==> config.mk <==
export PLATFORM = sky130hd
export DESIGN_NAME = calendar_clock_tick
export DESIGN_NICKNAME = d
export VERILOG_FILES = /design/src/rtl/core/cct_pkg.sv /design/src/rtl/core/calendar_clock_tick.sv
export VERILOG_INCLUDE_DIRS = /design/src /design/src/rtl/core
export SDC_FILE = /design/constraint.sdc
export NUM_CORES = 1
export LEC_CHECK = 0
export BUFFER_PORTS_ARGS = -buffer_cell sky130_fd_sc_hd__buf_4
export CAP_MARGIN = 0
export CORE_UTILIZATION = 55
export DETAILED_ROUTE_END_ITERATION = 12
export GPL_TIMING_DRIVEN = 0
export PLACE_DENSITY = 0.8
export SLEW_MARGIN = 10
export SYNTH_ARGS = -nofsm -noshare
export SYNTH_HDL_FRONTEND = slang
export SYNTH_SLANG_ARGS = --single-unit
==> constraint.sdc <==
create_clock -name clk_i -period 7.8 [get_ports clk_i]
set_input_delay 0.78 -clock clk_i [delete_from_list [all_inputs] [get_ports clk_i]]
set_output_delay 0.78 -clock clk_i [all_outputs]
set_load 0.01 [all_outputs]
==> src/rtl/core/calendar_clock_tick_defines.svh <==
// ----------------------------------------------------------------------------
// Calendar clock assertion macros
// Shared concurrent assertion wrappers, clocked on clk_i, off during reset.
// ----------------------------------------------------------------------------
`ifndef CALENDAR_CLOCK_TICK_DEFINES_SVH
`define CALENDAR_CLOCK_TICK_DEFINES_SVH

// a condition that must hold at every clock edge out of reset
`define CCT_ASSERT(label, cond, msg) \
  label: assert property (@(posedge clk_i) disable iff (!rst_ni) (cond)) else $error(msg);

// antecedent in this cycle implies consequent in the next
`define CCT_ASSERT_NEXT(label, ante, cons, msg) \
  label: assert property (@(posedge clk_i) disable iff (!rst_ni) (ante) |=> (cons)) \
    else $error(msg);

`endif

==> src/rtl/core/cct_pkg.sv <==
// ----------------------------------------------------------------------------
// Calendar clock package
// Time record type, item kinds, calendar constants and the leap year test.
// ----------------------------------------------------------------------------
package cct_pkg;

  typedef enum logic {
    KIND_TICK = 1'b0,
    KIND_LOAD = 1'b1
  } cct_kind_e;

  // packed so that seconds lands in the lowest bits
  typedef struct packed {
    logic        dst;
    logic [2:0]  weekday;
    logic [8:0]  day_of_year;
    logic [15:0] year;
    logic [3:0]  month;
    logic [4:0]  day;
    logic [4:0]  hours;
    logic [5:0]  minutes;
    logic [5:0]  seconds;
  } cct_time_t;

  localparam int unsigned TimeW = $bits(cct_time_t);
  localparam int unsigned DataW = ((TimeW + 7) / 8) * 8;

  localparam logic [5:0] LastSecond = 6'd59;
  localparam logic [5:0] LastMinute = 6'd59;
  localparam logic [4:0] LastHour   = 5'd23;
  localparam logic [3:0] LastMonth  = 4'd11;
  localparam logic [3:0] February   = 4'd1;
  localparam logic [8:0] MaxYday    = 9'd365;

  localparam logic [4:0] MonthLen [12] = '{
    5'd31, 5'd28, 5'd31, 5'd30, 5'd31, 5'd30,
    5'd31, 5'd31, 5'd30, 5'd31, 5'd30, 5'd31
  };

  // 25 * Inv25 == 1 mod 2^16; y is a multiple of 25 iff y * Inv25 mod 2^16
  // is at most floor((2^16 - 1) / 25)
  localparam logic [15:0] Inv25    = 16'd23593;
  localparam logic [15:0] Div25Max = 16'd2621;

  localparam cct_time_t ResetTime = '{
    dst:         1'b0,
    weekday:     3'd0,
    day_of_year: 9'd0,
    year:        16'd2000,
    month:       4'd0,
    day:         5'd1,
    hours:       5'd0,
    minutes:     6'd0,
    seconds:     6'd0
  };

  // Gregorian: div by 4, and either not by 25 or also by 16 (i.e. 400)
  function automatic logic is_leap(input logic [15:0] year);
    logic [31:0] prod;
    logic        div25;
    prod  = 32'(year) * 32'(Inv25);
    div25 = (prod[15:0] <= Div25Max);
    return (year[1:0] == 2'd0) && (!div25 || (year[3:2] == 2'd0));
  endfunction

endpackage

==> src/rtl/core/calendar_clock_tick.sv <==
// ----------------------------------------------------------------------------
// Calendar clock tick
// Real time clock and calendar counter: one-second ticks and full loads.
// ----------------------------------------------------------------------------
// channel  | dir | tdata (low bit first)                         | tuser
// s_axis   | in  | seconds, minutes, hours, day, month, year,    | kind
//          |     | day_of_year, weekday, dst, pad                |
// m_axis   | out | same layout as s_axis tdata                   | -
//
// One transaction in and one out per cycle when m_axis does not stall; an input
// register and a result register sit around a single pass of carry logic.
// The longest path is the leap year test (one 16x16 multiply) into the
// day carry. rst_ni clears the handshake and sets the time to 2000-01-01.
// Output stalls back up into the input register, then into s_axis_tready_o.
// ----------------------------------------------------------------------------
`include "calendar_clock_tick_defines.svh"

module calendar_clock_tick (
  input  logic                     clk_i,
  input  logic                     rst_ni,
  input  logic                     s_axis_tvalid_i,
  output logic                     s_axis_tready_o,
  // seconds, minutes, hours, day, month, year, day_of_year, weekday, dst
  input  logic [cct_pkg::DataW-1:0] s_axis_tdata_i,
  // kind
  input  logic                     s_axis_tuser_i,
  output logic                     m_axis_tvalid_o,
  input  logic                     m_axis_tready_i,
  // seconds, minutes, hours, day, month, year, day_of_year, weekday, dst
  output logic [cct_pkg::DataW-1:0] m_axis_tdata_o
);
  import cct_pkg::*;

  logic      in_valid_q, in_valid_d;
  cct_kind_e in_kind_q;
  cct_time_t in_data_q;
  logic      out_valid_q, out_valid_d;
  cct_time_t out_data_q;
  cct_time_t time_q, time_d;
  logic      s_accept, proc;

  assign s_accept        = s_axis_tvalid_i && s_axis_tready_o;
  assign proc            = in_valid_q && (!out_valid_q || m_axis_tready_i);
  assign s_axis_tready_o = !in_valid_q || proc;

  always_comb begin
    in_valid_d  = s_accept ? 1'b1 : (proc ? 1'b0 : in_valid_q);
    out_valid_d = proc ? 1'b1 : (m_axis_tready_i ? 1'b0 : out_valid_q);
  end

  // Tick carry chain
  logic [3:0] mon_sat;
  logic [4:0] mon_limit;
  logic       sec_wrap, min_wrap, hour_wrap;

  always_comb begin
    mon_sat   = (time_q.month > LastMonth) ? LastMonth : time_q.month;
    mon_limit = MonthLen[mon_sat];
    if (mon_sat == February && is_leap(time_q.year)) begin
      mon_limit = mon_limit + 5'd1;
    end
    sec_wrap  = (time_q.seconds >= LastSecond);
    min_wrap  = (time_q.minutes >= LastMinute);
    hour_wrap = (time_q.hours >= LastHour);
  end

  always_comb begin
    time_d = time_q;
    if (proc) begin
      unique case (in_kind_q)
        KIND_LOAD: begin
          time_d       = in_data_q;
          time_d.month = (in_data_q.month > LastMonth) ? LastMonth : in_data_q.month;
        end
        KIND_TICK: begin
          if (!sec_wrap) begin
            time_d.seconds = time_q.seconds + 6'd1;
          end else begin
            time_d.seconds = '0;
            if (!min_wrap) begin
              time_d.minutes = time_q.minutes + 6'd1;
            end else begin
              time_d.minutes = '0;
              if (!hour_wrap) begin
                time_d.hours = time_q.hours + 5'd1;
              end else begin
                time_d.hours       = '0;
                time_d.day_of_year = (time_q.day_of_year >= MaxYday) ? MaxYday
                                   : time_q.day_of_year + 9'd1;
                if (time_q.day >= mon_limit) begin
                  time_d.day = 5'd1;
                  if (mon_sat == LastMonth) begin
                    // new year
                    time_d.month       = '0;
                    time_d.day_of_year = '0;
                    time_d.year        = time_q.year + 16'd1;
                  end else begin
                    time_d.month = mon_sat + 4'd1;
                  end
                end else begin
                  time_d.day = time_q.day + 5'd1;
                end
              end
            end
          end
        end
        default: time_d = time_q;
      endcase
    end
  end

  always_ff @(posedge clk_i or negedge rst_ni) begin
    if (!rst_ni) begin
      in_valid_q  <= 1'b0;
      out_valid_q <= 1'b0;
      time_q      <= ResetTime;
    end else begin
      in_valid_q  <= in_valid_d;
      out_valid_q <= out_valid_d;
      time_q      <= time_d;
    end
  end

  always_ff @(posedge clk_i) begin
    if (s_accept) begin
      in_kind_q <= cct_kind_e'(s_axis_tuser_i);
      in_data_q <= cct_time_t'(s_axis_tdata_i[TimeW-1:0]);
    end
    if (proc) begin
      out_data_q <= time_d;
    end
  end

  assign m_axis_tvalid_o = out_valid_q;
  assign m_axis_tdata_o  = {{(DataW - TimeW){1'b0}}, out_data_q};

  `CCT_ASSERT(a_month_range, time_q.month <= LastMonth, "month counter above December")
  `CCT_ASSERT_NEXT(a_hold_no_proc, !proc, $stable(time_q), "time changed without a transaction")
  `CCT_ASSERT_NEXT(a_tick_keeps_wday, proc && in_kind_q == KIND_TICK,
    $stable(time_q.weekday) && $stable(time_q.dst), "tick changed weekday or dst")
  `CCT_ASSERT_NEXT(a_tick_seconds, proc && in_kind_q == KIND_TICK,
    time_q.seconds == '0 || time_q.seconds == $past(time_q.seconds) + 6'd1,
    "tick did not advance seconds")

endmodule

# --- Word-level counts from Yosys, hierarchy flattened ---
# Memories as Yosys holds them, arrays and structs flattened.
# Cells that the tools add are included.
op_classes:
  shift: 0
  n_eq_ne: 2
  magnitude_cmp: 9
  div_mod_pow: 0
  n_mul: 1
  n_reduce_logical: 14
  muxes: 23
  add_sub_neg: 8
  n_bitwise: 2
ops:
  columns: ["op", "n"]
  rows:
  - ["51-bit one-hot mux with 2 select lines", 1]
  - ["55-bit two-way mux", 1]
  - ["45-bit two-way mux", 1]
  - ["39-bit two-way mux", 1]
  - ["34-bit two-way mux", 1]
  - ["29-bit two-way mux", 1]
  - ["25-bit two-way mux", 1]
  - ["5-bit two-way mux", 5]
  - ["16-bit by 1-bit adder with 16-bit output, second input constant", 1]
  - ["16-bit by 12-bit <= comparator with 1-bit output, second input constant", 1]
  - ["16-bit by 15-bit multiplier with 16-bit output, second input constant", 1]
  - ["4-bit two-way mux", 4]
  - ["5-bit by 1-bit adder with 5-bit output, second input constant", 3]
  - ["6-bit by 1-bit adder with 6-bit output, second input constant", 2]
  - ["6-bit greater-or-equal comparator, second input constant", 2]
  - ["6-bit two-way mux", 2]
  - ["5-bit greater-or-equal comparator, second input constant", 2]
  - ["9-bit by 1-bit adder with 9-bit output, second input constant", 1]
  - ["9-bit greater-or-equal comparator, second input constant", 1]
  - ["9-bit two-way mux", 1]
  - ["4-bit greater-than comparator, second input constant", 2]
  - ["5-bit greater-or-equal comparator", 1]
  - ["4-bit NOT with 5-bit output", 1]
  - ["4-bit by 1-bit adder with 4-bit output, second input constant", 1]
  - ["9 further kinds", 21]
totals:
  register_bits: 168
  ram_bits: 0
  mem_count: 1
  romBits: 80
  word_cells: 90
  latchBits: 0
  out_inout_bits: 58
  in_bits: 61
mem_list:
  columns: ["name", "depth", "width", "read_ports", "rd_clocked_by_memory_dff", "write_ports", "line_no", "text"]
  rows:
  - ["(no name shown)", 16, 5, 1, 0, 0, "calendar_clock_tick.sv:58", "mon_limit = MonthLen[mon_sat];"]

# --- Longest topological paths before layout ---
# Gate-level depths: netlist of run 1.
logic_depth:
  word_depth: 15
  ltp_mapped: 29
  depth_no_buf: 29

# --- Least setup slack after synthesis of run 1 ---
# OpenSTA, ideal clock, no wires.
synth_timing:
  path_kind: "flip-flop to flip-flop"
  from: "reg time_q[28] in the netlist's numbering"
  to: "reg out_data_q, in the netlist m_axis_tdata_o[36], data pin"
  required_time_ns: 7.444
  period_less_slack_ns: 6.703
  slack_ns: 1.097
  setup_time_ns: 0.356
  stages_incl_launch_ff: 27
  n_path_buf: 0
  arrival_ns: 6.348
  cell_sequence: "dfrtp_1 > inv_1 > ha_1 > ha_1 > inv_1 > fa_1 > fa_1 > inv_1 > fa_1 > ha_1 > ha_1 > or3_1 > o32a_1 > a2111oi_4 > nand2_1 > nand4_1 > xnor2_1 > ha_1 > nand2b_1 > a21oi_1 > nor3_1 > and3_1 > and3_4 > and2_1 > nand3_1 > o21ai_0 > a31oi_1"
synth_rtl:
  columns: ["item", "line_no", "text"]
  rows:
  - ["start, declared", "calendar_clock_tick.sv:39", "cct_time_t time_q, time_d;"]
  - ["start signal, assigned", "calendar_clock_tick.sv:116", "time_q <= ResetTime;"]
  - ["start signal, assigned", "calendar_clock_tick.sv:120", "time_q <= time_d;"]
  - ["end signal, assigned", "calendar_clock_tick.sv:130", "out_data_q <= time_d;"]
  - ["end, declared", "calendar_clock_tick.sv:38", "cct_time_t out_data_q;"]

==> results.ini, run 1 <==
[setup_path]
path_max_fanout=7
reg2reg_from=time_q[28]$_DFF_PN0_
crit_type=reg -> reg
crit_start=time_q[28]$_DFF_PN0_
cp.arrival_ns=7.58
worst-path-buf-inv=3
cp_common_cell=ha_1
critPathMaxStageDelay_ns=0.56
reg2reg_depth=26
start_kind=flip-flop
crit_slowest_cell=fa_1
cp.depth=26
worstPathRequired_ns=7.97
cp_top_family=adder cells
end_kind=flip-flop

[sta]
drv_slew=0
tightestPinTransition_ns=0.819
hold_viol_final=0
max_freq_ghz=0.135
skew_ns=0.0127
setup_viol=0
slew_headroom=0.448
tns_ns=0
layout_min_cycle_time_ns=7.41
grt_setup_unrepaired=false
post-route-period-util=0.949

[placement]
portBuffers=116
place_hpwl_um=14600
place_inst=1063
placed_cell_area_um2=9920
globalplace.congestion=0.896

[routing]
drc=0
totalWireLength_um=20900
ant_nets=0
detail_route.wl_per_cell_um=19.1
dr.first_iter.drc_count=717
vias=6514
dr.pass1.iters=5
viasPerCell=5.95

[cts]
cts_hold_buf=0
htreeDepth=4
cts_root_buffer=clkbuf_16
clockBufferDepth=2
clk_transition_reported_paths_ns=0.07
insertion_delay_ns=0.44
cts_tree=built
cts.sinks=168
cts_buffers=17

[yosys]
syn_inst=735
synth-edff-count=111
synth_area_leaders=edfxtp_1 (38%), dfrtp_1 (14%), ha_1 (11%)
avgSynthCellArea_um2=11.9
ys.warnings.count=0
netlist_area_um2=8750
synth_seq_area_share=0.545
yosysTopAreaCellShare=0.381
synth.largest_area_cell=edfxtp_1
ys_seq_elements=168
synth_ff_type=edfxtp_1
async_reset_ff_frac=0.339
synthesis.nets=890
yosys.cell_types.count=73

[floorplanning]
num_io_pins=119
die_y_um=128
start_util=0.570
core-area_um2=15400
rows=45
design.die.area_um2=16400
die_w_um=128

[global_route]
grt_max_degree=58
grt_first_pass_wirelength_um=32600
antenna_found_initial=0
grt_pass1_vias=6402
overflow=0
grt_use_total=0.268

[final_layout]
fin_cells=1095
area_growth_pct=19.9
fin_nets=1026
diodes=0
stdcell_area_um2=10500
final.fill_count=1091
drive_gt1_frac=0.200

[outcome]
outcome=finished, final reports clean

[pwr]
power.share.clock=0.200
power.leakage_nw=4.48
internal_power_mw=2.47
ir_worst_vdd_mv=0.368
comb_power_share=0.492
total_power_mw=4.03
p_per_area_nw_per_um2=384
sw_frac_of_total=0.388
seqPwrFrac=0.308
power.switching_mw=1.56

[worst_hold_path]
hold_class=in -> async

[job]
maxCapViolations=0

[cell type report]
type / instances / area [um^2] / area share
sequential: 168 / 4770 / 0.454
clock buffer: 19 / 443 / 0.0422
tap: 211 / 264 / 0.0252
inverter: 69 / 259 / 0.0247
clock inverter: 13 / 123 / 0.0117
multi-input combinational: 477 / 3650 / 0.348
timing repair buffer: 117 / 898 / 0.0856
buffer: 21 / 91.3 / 0.00870
[placed cells by master (no fill, tap or decap), types with 14 or more instances in the layout]
cell       count
a21oi_1       38
inv_1         68
a22oi_1       20
o21ai_0       61
ha_1          76
buf_4        117
clkbuf_1      15
nor2_1        30
xnor2_1       16
dfrtp_1       50
fa_1          18
nor3_1        14
nand3_1       18
nand2_1       57
edfxtp_1     111
clkbuf_16     17
[Yosys cell counts, types with 3 or more instances]
library cell	count
a31oi_1	7
dfrtp_1	50
o21a_1	5
inv_1	68
buf_2	4
o31ai_1	4
nor2_1	30
edfxtp_1	111
a21o_1	3
fa_1	18
nand2b_1	4
xnor2_1	16
dfstp_2	7
nand2_1	57
a311oi_1	4
xor2_1	4
o22ai_1	11
a21oi_1	38
nor3_1	15
a22oi_1	20
clkbuf_1	15
nand4_1	9
and2_1	5
ha_1	76
and3_1	11
mux2i_1	4
o21ai_0	61
nand3_1	18
a221o_1	3
or3_1	8
[stage by stage]
stage | hold slack, ns | utilization | setup WS [ns]
3_3_place_gp | 0.435 | 0.643 | 0.177
4_1_cts | 0.448 | 0.682 | 0.126
6_report | 0.439 | 0.683 | 0.394
5_1_grt | 0.489 | 0.683 | 0.0283
3_5_place_dp | 0.457 | 0.646 | 0.214
2_1_floorplan | 0.430 | - | 1.10
[registers in the layout, indices dropped and copies added (netlist names)]
register,cells
in_data_q,55
m_axis_tdata_o,55
time_q,55
in_kind_q,1
in_valid_q,1
m_axis_tvalid_o,1
[timing repair]
| action | CTS | global route |
|---|---|---|
| endpoints found under the setup margin | 0 | 15 |
| setup buffers | 0 | 0 |
| hold endpoints to repair | 0 | 0 |
| gates resized for setup | 0 | 1 |
[cells by family (layout without fill, tap and decap cells)]
logic type,after synthesis,in the layout,synth area share
AOI/OAI and AO/OA,183,183,0.139
and+or+nand+nor,174,174,0.101
DFF,168,168,0.545
adders and majority gates,94,94,0.150
buffers and inverters,90,239,0.0396
xor gates and xnor gates,20,20,0.0200
muxes,5,5,0.00586
other,1,1,0.000428
[worst register-to-register path, cell delays in order (launching register included)]
cell and delay, ns:
dfrtp_1 0.54, inv_1 0.11, ha_1 0.31, ha_1 0.27, inv_1 0.06, fa_1 0.51
fa_1 0.56, inv_1 0.06, fa_1 0.47, ha_1 0.32, ha_1 0.36, or3_1 0.36
o32a_1 0.19, a2111oi_4 0.43, nand2_1 0.16, nand4_1 0.17, xnor2_1 0.09, ha_1 0.27
nand2b_1 0.09, a21oi_1 0.10, nor3_2 0.53, nand2_4 0.14, nor3_4 0.21, and3_1 0.26
and3_1 0.23, a31oi_1 0.10, o22a_1 0.25
[worst paths after layout]
check	end	slack (ns)
min reg2reg	time_q[51]$_DFF_PN0_	0.47
max in group asynchronous	time_q[22]$_DFF_PN0_	6.84
max reg2reg	m_axis_tdata_o[41]$_DFFE_PP_	0.39
min in group clk_i	time_q[51]$_DFF_PN0_	0.47
max	m_axis_tdata_o[41]$_DFFE_PP_	0.39
min	time_q[4]$_DFF_PN0_	0.44
[power groups by stage]
stage	combinational, mW	sequential [mW]	clock, mW
floorplan	1.48	1.24	0
global placement	1.90	1.25	0
detailed placement	1.97	1.25	0
CTS	2.00	1.24	0.816
global route	2.23	1.26	0.851
finish	1.98	1.24	0.808
[routing by layer]
metal / GRT usage / share of wire
met5: 0 / 0
met4: 0.119 / 0.028
met3: 0.0530 / 0.079
met2: 0.439 / 0.49
met1: 0.348 / 0.41
Power figures use the tool's default switching activity.
==> inputs of run 2 (changes only) <==
HOLD_SLACK_MARGIN = 0.03   (was not set)
SLEW_MARGIN = 20   (was 10)
clock period = 8.3 ns   (was 7.8 ns; I/O delays follow)
==> run 2 against run 1 <==
  * Power down 4.9%
  * Final cell count about the same
  * Combinational power down 6%
  * Via count down 0.72%
  * Largest power group unchanged
==> results.ini, run 2 (synthesis gave the netlist of run 1 again) <==
[routing]
dr.first_iter.drc_count=621  ; -13%
wl_met1_um=8330  ; -2.3%
vias=6467  ; -0.72%
top_layer=met4
totalWireLength_um=20800  ; -0.29%
dr_wl_met3_um=1630  ; -1.6%
viasPerCell=5.90  ; -0.81%
ant_nets=0  ; unchanged
dr.pass1.iters=5  ; unchanged
met2_length_um=10200  ; +0.66%
drc=0  ; unchanged
detail_route.wl_per_cell_um=19.0  ; -0.38%

[global_route]
grt_first_pass_wirelength_um=33500  ; +2.7%
antenna_found_initial=0  ; unchanged
grt_use_total=0.273  ; +0.00530
grt_max_degree=58  ; unchanged
overflow=0  ; unchanged
grt_pass1_vias=6631  ; +3.6%

[cts]
cts_resized=0  ; unchanged
cts_buffers=17  ; unchanged
htreeDepth=4  ; unchanged
insertion_delay_ns=0.43  ; about the same
cts.sinks=168  ; unchanged
postCtsSetupBuffers=0  ; unchanged
clk_transition_reported_paths_ns=0.06  ; about the same
cts_hold_buf=0  ; unchanged
cts_tree=built
cts_root_buffer=clkbuf_16
clockBufferDepth=2  ; unchanged

[sta]
layout_min_cycle_time_ns=7.71  ; +0.302 ns
grt_setup_unrepaired=false
hold_viol_final=0  ; unchanged
max_freq_ghz=0.130  ; -3.9%
skew_ns=0.00814  ; -0.00451 ns
post-route-period-util=0.929  ; -0.0209
setup_slack_ns=0.592  ; +0.198 ns
slew_headroom=0.374  ; -0.0737
setup_viol=0  ; unchanged
tightestPinTransition_ns=0.931  ; +0.112 ns
drv_slew=0  ; unchanged
tns_ns=0  ; unchanged

[floorplanning]
core-area_um2=15400  ; unchanged
num_io_pins=119  ; unchanged
die_y_um=128  ; unchanged
rows=45  ; unchanged
design.die.area_um2=16400  ; unchanged
die_w_um=128  ; unchanged
start_util=0.570  ; unchanged

[pwr]
power.leakage_nw=4.51  ; +0.53%
ir_worst_vdd_mv=0.298  ; -19%
p_per_area_nw_per_um2=364  ; -5.2%
total_power_mw=3.84  ; -4.9%
power.share.clock=0.208  ; +0.008
sw_frac_of_total=0.381  ; -0.00637
comb_power_share=0.488  ; -0.004
seqPwrFrac=0.304  ; -0.004
power.switching_mw=1.46  ; -6.4%
internal_power_mw=2.37  ; -3.9%

[setup_path]
end_kind=flip-flop
cp_common_cell=ha_1
critPathMaxStageDelay_ns=0.78  ; +0.22 ns
path_max_fanout=7  ; unchanged
start_kind=flip-flop
crit_type=reg -> reg
crit_slowest_cell=nor3_1
worstPathRequired_ns=8.46  ; +0.49 ns
cp.arrival_ns=7.87  ; +0.29 ns

[placement]
globalplace.congestion=0.896  ; unchanged
place_inst=1064  ; +0.094%
dp_slack_ns=0.700  ; +0.486 ns
portBuffers=116  ; unchanged
place_hpwl_um=14700  ; +0.38%
placed_cell_area_um2=9940  ; +0.20%

[final_layout]
diodes=0  ; unchanged
fin_nets=1027  ; +0.097%
drive_gt1_frac=0.197  ; -0.00362
final_cell_mix=buf_4 (117), edfxtp_1 (111), ha_1 (76)
final_common_cell=buf_4
fin_cells=1096  ; +0.091%
stdcell_area_um2=10500  ; +0.38%
final.fill_count=1098  ; +0.64%
area_growth_pct=20.3

[job]
maxCapViolations=0  ; unchanged

[worst_hold_path]
hold_class=in -> async

[outcome]
outcome=finished, final reports clean

==> run 2: cell count changes in the layout (fill, tap and decap cells not counted), moves of 2 or more <==
cell | previous run | this run
clkinvlp_4 | 5 | 3
inv_6 | 2 | 0
bufinv_16 | 1 | 3
clkbuf_1 | 15 | 18
==> run 2: final cells by class <==
type	count	area [um^2]	area share
sequential	168	4770	0.453
multi-input combinational	477	3640	0.346
timing repair buffer	118	918	0.0872
clock buffer	21	440	0.0418
tap	211	264	0.0251
inverter	69	259	0.0246
clock inverter	11	150	0.0143
buffer	21	91.3	0.00867
==> run 2: worst paths after layout <==
kind	slack (ns)	depth (start not counted)	startpoint	end
min reg2reg	0.47	2	in_data_q[51]$_DFFE_PP_	time_q[51]$_DFF_PN0_
max reg2reg	0.59	26	time_q[28]$_DFF_PN0_	m_axis_tdata_o[41]$_DFFE_PP_
max in group asynchronous	7.30	1	rst_ni	time_q[45]$_DFF_PN0_
min	0.47	1	rst_ni	time_q[2]$_DFF_PN0_
max	0.59	26	time_q[28]$_DFF_PN0_	m_axis_tdata_o[41]$_DFFE_PP_
min in group clk_i	0.47	2	in_data_q[51]$_DFFE_PP_	time_q[51]$_DFF_PN0_
==> run 2: per-stage QoR <==
step / utilization / hold slack [ns]
2_1_floorplan: - / 0.430
3_3_place_gp: 0.643 / 0.435
3_5_place_dp: 0.647 / 0.457
4_1_cts: 0.685 / 0.475
5_1_grt: 0.685 / 0.487
6_report: 0.685 / 0.472
==> run 2: per-layer routing <==
metal / vias up / global-route usage
met2: 331 / 0.446
met4: 0 / 0.136
met5: - / 0
li1: 2976 / -
met3: 61 / 0.0555
met1: 3099 / 0.349
==> run 2: power by group through the flow <==
stage	registers (mW)	clock network (mW)	logic [mW]
4_1_cts	1.16	0.805	1.88
5_1_grt	1.18	0.838	2.11
6_report	1.17	0.797	1.87
3_5_place_dp	1.18	0	1.85
2_1_floorplan	1.16	0	1.39
3_3_place_gp	1.18	0	1.79
==> run 2: critical path: cells and delay by family, from the launching register on <==
kind,cells,cell delay (ns)
compound gates,5,1.07
simple gates,9,2.43
fa+ha+maj,8,3.12
buf+inv,3,0.23
xor+xnor,1,0.09
flops,1,0.52
